`config.mk`:
```
export PLATFORM = sky130hd
export DESIGN_NAME = pths_ctrl
export DESIGN_NICKNAME = d
export VERILOG_FILES = /design/src/pulse_train_heating_sum_top_defines.svh /design/src/pths_pkg.sv /design/src/pths_ctrl.sv
export SDC_FILE = /design/constraint.sdc
export NUM_CORES = 1
export LEC_CHECK = 0
export ABC_CLOCK_PERIOD_IN_PS = 3400
export CORE_MARGIN = 4
export CORE_UTILIZATION = 55
export DETAILED_ROUTE_END_ITERATION = 7
export DONT_BUFFER_PORTS = 1
export GPL_ROUTABILITY_DRIVEN = 0
export PLACE_DENSITY_LB_ADDON = 0.1
export SYNTH_ARGS = -nofsm -noshare
export SYNTH_HDL_FRONTEND = slang
export SYNTH_SLANG_ARGS = --single-unit
```
`constraint.sdc`:
```
create_clock -name clk_i -period 3.4 [get_ports clk_i]
set_input_delay 0.68 -clock clk_i [delete_from_list [all_inputs] [get_ports clk_i]]
set_output_delay 0.68 -clock clk_i [all_outputs]
set_load 0.05 [all_outputs]
```
`src/pulse_train_heating_sum_top_defines.svh`:
```
// Assertion macros shared by the pulse-train heating sum RTL.
`ifndef PULSE_TRAIN_HEATING_SUM_TOP_DEFINES_SVH
`define PULSE_TRAIN_HEATING_SUM_TOP_DEFINES_SVH
`ifndef SYNTHESIS
`define PTHS_ASSERT_NOW(lbl, ante, cons) \
  lbl: assert property (@(posedge clk_i) disable iff (!rst_ni) (ante) |-> (cons)) \
    else $error("pths assertion failed");
`define PTHS_ASSERT_NEXT(lbl, ante, cons) \
  lbl: assert property (@(posedge clk_i) disable iff (!rst_ni) (ante) |=> (cons)) \
    else $error("pths assertion failed");
`else
`define PTHS_ASSERT_NOW(lbl, ante, cons)
`define PTHS_ASSERT_NEXT(lbl, ante, cons)
`endif
`endif

```
`src/pths_pkg.sv`:
```
// Shared types, constants and the gaussian table generator of the heating sum block.
`default_nettype none
package pths_pkg;

  localparam int MAX_EVENTS_DEF  = 64;
  localparam int GAUSS_DEPTH_DEF = 256;

  localparam logic [1:0] MODE_TRI    = 2'd0;
  localparam logic [1:0] MODE_SQUARE = 2'd1;
  localparam logic [1:0] MODE_GAUSS  = 2'd2;

  localparam logic [1:0] CFG_SHAPE  = 2'd0;
  localparam logic [1:0] CFG_BG     = 2'd1;
  localparam logic [1:0] CFG_INV    = 2'd2;
  localparam logic [1:0] CFG_ACTIVE = 2'd3;

  localparam logic CMD_LOAD = 1'b0;
  localparam logic CMD_EVAL = 1'b1;

  typedef enum logic [1:0] {
    ACC_NONE  = 2'd0,
    ACC_AMP   = 2'd1,
    ACC_QUOT  = 2'd2,
    ACC_GAUSS = 2'd3
  } pths_acc_e;

  typedef struct packed {
    logic      load;
    logic      init;
    logic      fetch;
    logic      check;
    logic      tmul;
    logic      div_load;
    logic      div_step;
    logic      gsq;
    logic      ghi;
    logic      glo;
    logic      gidx;
    logic      grom;
    pths_acc_e acc_sel;
    logic      next;
    logic      out_load;
  } pths_cmd_t;

  typedef struct packed {
    logic       last;
    logic       in_range;
    logic       zero_width;
    logic       div_done;
    logic       out_busy;
    logic [1:0] mode;
  } pths_status_t;

  // Q1.31 Taylor series of exp(-y), raised to the 64th power by six squarings.
  function automatic logic [15:0] gauss_entry(input longint unsigned y);
    longint unsigned term;
    longint unsigned sum;
    longint unsigned v;
    longint unsigned e;
    term = 64'd1 << 31;
    sum  = 64'd1 << 31;
    for (int n = 1; n <= 12; n++) begin
      term = ((term * y) >> 31) / 64'(n);
      if (n % 2 == 1) begin
        sum = sum - term;
      end else begin
        sum = sum + term;
      end
    end
    v = sum;
    for (int i = 0; i < 6; i++) begin
      v = (v * v) >> 31;
    end
    e = (v * 64'd65536 + (64'd1 << 30)) >> 31;
    if (e > 64'd65535) begin
      e = 64'd65535;
    end
    return e[15:0];
  endfunction

endpackage
`default_nettype wire

```
`src/pths_ctrl.sv`:
```
// Controller state machine that sequences loads and evaluations through the datapath.
`default_nettype none
module pths_ctrl import pths_pkg::*; (
  input  wire logic         clk_i,
  input  wire logic         rst_ni,
  input  wire logic         in_valid_i,
  input  wire logic         command_i,
  output logic              in_ready_o,
  input  wire pths_status_t status_i,
  output pths_cmd_t         cmd_o
);

  typedef enum logic [14:0] {
    S_IDLE   = 15'b000000000000001,
    S_FETCH  = 15'b000000000000010,
    S_CHECK  = 15'b000000000000100,
    S_TMUL   = 15'b000000000001000,
    S_TLOAD  = 15'b000000000010000,
    S_TDIV   = 15'b000000000100000,
    S_TACC   = 15'b000000001000000,
    S_GSQ    = 15'b000000010000000,
    S_GHI    = 15'b000000100000000,
    S_GLO    = 15'b000001000000000,
    S_GIDX   = 15'b000010000000000,
    S_GROM   = 15'b000100000000000,
    S_GACC   = 15'b001000000000000,
    S_FINISH = 15'b010000000000000,
    S_SPARE  = 15'b100000000000000
  } pths_state_e;

  pths_state_e state_q, state_d;

  always_ff @(posedge clk_i or negedge rst_ni) begin
    if (!rst_ni) begin
      state_q <= S_IDLE;
    end else begin
      state_q <= state_d;
    end
  end

  assign in_ready_o = state_q == S_IDLE;

  always_comb begin
    state_d = state_q;
    cmd_o   = '0;
    case (state_q)
      S_IDLE: begin
        if (in_valid_i) begin
          if (command_i == CMD_EVAL) begin
            cmd_o.init = 1'b1;
            state_d    = S_FETCH;
          end else begin
            cmd_o.load = 1'b1;
          end
        end
      end
      S_FETCH: begin
        if (status_i.last) begin
          state_d = S_FINISH;
        end else begin
          cmd_o.fetch = 1'b1;
          state_d     = S_CHECK;
        end
      end
      S_CHECK: begin
        cmd_o.check = 1'b1;
        state_d     = S_FETCH;
        if (!status_i.in_range) begin
          cmd_o.next = 1'b1;
        end else begin
          case (status_i.mode)
            MODE_SQUARE: begin
              cmd_o.acc_sel = ACC_AMP;
              cmd_o.next    = 1'b1;
            end
            MODE_TRI: begin
              if (status_i.zero_width) begin
                cmd_o.next = 1'b1;
              end else begin
                state_d = S_TMUL;
              end
            end
            MODE_GAUSS: state_d = S_GSQ;
            default: cmd_o.next = 1'b1;
          endcase
        end
      end
      S_TMUL: begin
        cmd_o.tmul = 1'b1;
        state_d    = S_TLOAD;
      end
      S_TLOAD: begin
        cmd_o.div_load = 1'b1;
        state_d        = S_TDIV;
      end
      S_TDIV: begin
        cmd_o.div_step = 1'b1;
        if (status_i.div_done) begin
          state_d = S_TACC;
        end
      end
      S_TACC: begin
        cmd_o.acc_sel = ACC_QUOT;
        cmd_o.next    = 1'b1;
        state_d       = S_FETCH;
      end
      S_GSQ: begin
        cmd_o.gsq = 1'b1;
        state_d   = S_GHI;
      end
      S_GHI: begin
        cmd_o.ghi = 1'b1;
        state_d   = S_GLO;
      end
      S_GLO: begin
        cmd_o.glo = 1'b1;
        state_d   = S_GIDX;
      end
      S_GIDX: begin
        cmd_o.gidx = 1'b1;
        state_d    = S_GROM;
      end
      S_GROM: begin
        cmd_o.grom = 1'b1;
        state_d    = S_GACC;
      end
      S_GACC: begin
        cmd_o.acc_sel = ACC_GAUSS;
        cmd_o.next    = 1'b1;
        state_d       = S_FETCH;
      end
      S_FINISH: begin
        if (!status_i.out_busy) begin
          cmd_o.out_load = 1'b1;
          state_d        = S_IDLE;
        end
      end
      default: state_d = S_IDLE;
    endcase
  end

endmodule
`default_nettype wire
```
After elaboration in Yosys (flattened, before gate mapping)
Cells that the tools add are included.
Word-level totals
  logic and storage cells: 56
  flip-flop bits (word level): 15
  output and inout bits: 17
  input port bits: 11
Cells by class
  reductions and logical operators: 3
  equal/unequal tests: 20
  mux-type cells: 32
Operators with widths (number)
  case mux 15 bit (13 select lines): 1
  two-way mux 15 bit: 5
  case mux 15 bit (2 select lines): 1
  two-way mux 1 bit: 19
  equality test 15 x 1 -> 1 bit, second input constant: 1
  equality test 15 x 10 -> 1 bit, second input constant: 1
  equality test 15 x 11 -> 1 bit, second input constant: 1
  equality test 15 x 12 -> 1 bit, second input constant: 1
  equality test 15 x 13 -> 1 bit, second input constant: 1
  equality test 15 x 14 -> 1 bit, second input constant: 1
  equality test 15 x 2 -> 1 bit, second input constant: 1
  equality test 15 x 3 -> 1 bit, second input constant: 1
  equality test 15 x 4 -> 1 bit, second input constant: 1
  equality test 15 x 5 -> 1 bit, second input constant: 1
  equality test 15 x 6 -> 1 bit, second input constant: 1
  equality test 15 x 7 -> 1 bit, second input constant: 1
  equality test 15 x 8 -> 1 bit, second input constant: 1
  equality test 15 x 9 -> 1 bit, second input constant: 1
  two-way mux 14 bit: 1
  case mux 3 bit (3 select lines): 1
  != test 2 bit, second input constant: 4
  two-way mux 2 bit: 2
  two-way mux 4 bit: 1
  AND reduction 4 bit: 1
  other kinds (5): 5

Depth between registers and ports, before layout
  word-level depth: 4
  depth in mapped cells: 6
  mapped depth without buffers: 5

Worst setup path after synthesis
Ideal clock, no wire load.
  path type: register to output
  from: register state_q[5]
  to: output cmd_o[4] in the netlist's numbering
  cell stages (with the launch flop): 6
  path buffers: 1
  arrival time: 2.761 ns
  setup slack: -0.041 ns
  data required time: 2.720 ns
  cells stage by stage: dfrtp_1 clkbuf_2 nor4_2 and3_1 nand2_1 nor4_1
RTL lines
  start, declared: line pths_ctrl.sv:31  | pths_state_e state_q, state_d;
  start signal, assigned: line pths_ctrl.sv:37  | state_q <= state_d;
  end, declared: line pths_ctrl.sv:10  | output pths_cmd_t cmd_o

==> summary.txt <==
Run status
  – Status: completed

Global routing
  – Largest net degree at the start of global routing: 15
  – Grt total ovfl: 0
  – Initial antenna violation count: 0
  – Vias in the first global route: 830
  – Global-route wire length before repair: 3800 um
  – Gr usage total: 20.0%

Critical path
  – Largest fanout on the critical path: 9
  – Crit path kind: register to output pin
  – Critical path startpoint category: register
  – Required time worst endpoint: 2.72 ns
  – R2R Path Start: state_q[4]$_DFFE_PN0P_
  – FF-to-FF End: state_q[1]$_DFFE_PN0P_
  – R2r setup slk: 0.86 ns
  – Critical Path AT: 2.56 ns
  – Worst r2r path cells: 5
  – CP endpoint kind: output pin

Finish
  – Number of diodes: 0
  – Syn-to-layout area delta: 15.7%
  – Filler cells: 116
  – Largest register FFs: 14
  – Layout cells sized above 1: between 20% and 30%
  – Largest Register: state_q
  – Fin cells: 130
  – Nets: between 100 and 150
  – Top Registers: state_q (14)

Drt
  – Initial DRC count: 42
  – Drt wl/cell: 16.6 um
  – Final WL: 2160 um
  – Vias per cell: ~6.4
  – Vias: 836
  – Number of antenna-violating nets in the routed design: 0
  – Remaining routing DRC violations: 0
  – 1st-pass router iterations: 4

Synthesis
  – Most used DFF post-synth: dfrtp_1
  – Simple-Gate Fraction of Synth Area: 45.1%
  – Async set-reset flop share out of synthesis: 100%
  – Top cells by area, synth: dfrtp_1, nor2_1, nor4_1, and4b_2, nand2b_1
  – Largest family of logic cells by synthesized area: simple AND/OR/NAND/NOR gates
  – Synth cell types: 37
  – Syn_nets: between 100 and 150
  – Top-count cell post-synth: nor2_1
  – Yosys warns: 0
  – Register area share after synthesis: 37.7%
  – Number of synthesized flops with an enable pin: 0
  – Average instance area after synthesis: roughly 9.2 sq um
  – Syn Inst Count: 101
  – Post-synth top area cell: dfrtp_1
  – Count of state elements after synthesis: 14
  – Top post-synthesis cells by count: nor2_1, dfrtp_1, nor4_1
  – Mapped cell area: 932 sq um
  – Mux contribution to synthesized area: 0%
  – Share of Yosys cell area claimed by the top area cell type: 34.9%
  – Adder and majority cell fraction of the synthesized area: 0%
  – Compound-Gate Fraction of Synth Area: 8.32%
  – Post-synthesis xor/xnor area fraction: around 4.7%

Clocking
  – Clk_lat worst skew: 0.28 ns
  – Clk sinks: 14
  – Cts bufs inserted: 3
  – CTS resizes: 0
  – Worst-path clk slew: 0.09 ns
  – Post-CTS Setup Bufs: 0
  – Clk root buf: clkbuf_4
  – Clk buf depth: 2
  – CTS tree: done
  – Hold-fix buffers at CTS: 0
  – Htree depth: 1

STA
  – Hold Slack: 0.0840 ns
  – Worst Tran Pin Value: 1.04 ns
  – Final Hold Viols: 0
  – Max-Slew Margin vs Limit: between 30 and 40%
  – Unrepaired setup endpoints after global routing: false
  – FMAX: just over 300 MHz
  – Slew Viols, Final: 0
  – Final setup fails: 0
  – Final Cycle Share: 95.3%
  – Clock period minus worst slack: 3.24 ns
  – Skew final: 0.00705 ns

Floorplan
  – Core ar.: roughly 0.0016 sq mm
  – Die Width: 49.2 um
  – Initial Utilization: 59.8%
  – I/O pin cnt: 28
  – Die ar.: approximately 0.0024 sq mm
  – Die Ht: 49.2 um
  – Row count: 14

Placed design
  – Dpl cells: 126
  – DP HPWL: 1720 um
  – Port Buf Inserts: 0

Power
  – Tot Pwr: 0.000491 W
  – PD cells: roughly 460 mW/mm^2
  – Maximum VDD drop: 0.000295 V
  – Leak: 0.484 nW

Worst hold path
  – HP Class: primary input to async pin

Flow run
  – Max-cap violations: 0
cells by family after synthesis:
group / after synthesis
AND/OR/NAND/NOR: 63
flip-flops: 14
AO/OA/AOI/OAI: 12
buffers and inverters: 7
XOR/XNOR: 5
worst max path at each step:
stage                                 from       end  slack, ns  cells after the start
floorplan           state_q[5]$_DFFE_PN0P_  cmd_o[4]      -0.04                      5
global placement    state_q[4]$_DFFE_PN0P_  cmd_o[1]       0.53                      4
detailed placement  state_q[4]$_DFFE_PN0P_  cmd_o[1]       0.47                      4
CTS                 state_q[4]$_DFFE_PN0P_  cmd_o[1]       0.16                      4
global route        state_q[4]$_DFFE_PN0P_  cmd_o[1]       0.02                      4
finish              state_q[4]$_DFFE_PN0P_  cmd_o[1]       0.16                      4
final cells by class:
type	count	area (sq um)	share of cell area, %
Sequential cell	14	352	32.6
Multi-Input combinational cell	80	566	52.4
Timing Repair Buffer	12	90.1	8.35
Inverter	4	15.0	1.39
Tap cell	16	20.0	1.86
Clock buffer	4	36.3	3.36
layout by cell type, fill, tap and decap left out, types with 2 or more instances in the layout:
cell | synthesis | layout
nor4_1 | 8 | 5
nor2_1 | 14 | 14
and4b_2 | 3 | 3
nor3_1 | 4 | 4
a21oi_1 | 3 | 3
and3_4 | 2 | 2
nand4b_1 | 3 | 3
or4b_2 | 2 | 2
nand2_1 | 6 | 6
nand4_1 | 3 | 3
clkbuf_4 | 0 | 3
o21ai_0 | 2 | 2
xnor2_1 | 3 | 3
nand2b_1 | 5 | 5
inv_1 | 4 | 4
dfrtp_1 | 13 | 13
xor2_1 | 2 | 2
buf_4 | 1 | 12
nor4_2 | 1 | 4
nor2b_1 | 4 | 4
critical path, cell delays in order, from the launching register on:
cell and delay, ns:
dfrtp_1 0.50, nor4_2 0.43, and3_4 0.30, nand4b_2 0.18
o21bai_1 0.87
through the flow:
| step | cell area (sq um) | util (%) | worst slack, ns | setup TNS, ns |
|---|---|---|---|---|
| after floorplan | 932 | - | -0.0410 | -0.0820 |
| after global placement | 1040 | 66.9 | 0.530 | 0 |
| after detailed placement | 1040 | 66.9 | 0.471 | 0 |
| after CTS | 1080 | 69.2 | 0.164 | 0 |
| after global routing | 1080 | 69.2 | 0.0161 | 0 |
| final | 1080 | 69.2 | 0.160 | 0 |
metal layers:
| metal | track usage, % | part of all wire [%] | vias up |
|---|---|---|---|
| met3 | 5.81 | 9.4 | 4 |
| met2 | 31.9 | 47 | 41 |
| li1 | - | - | 398 |
| met4 | 4.27 | 0.88 | 0 |
| met5 | 0 | 0 | - |
| met1 | 26.6 | 43 | 393 |
power by group:
part	switching (W)	internal [W]
Sequential	0.0000141	0.000181
Combinational	0.000124	0.0000552
Clock	0.0000523	0.0000651
Power figures use the tool's default switching activity.
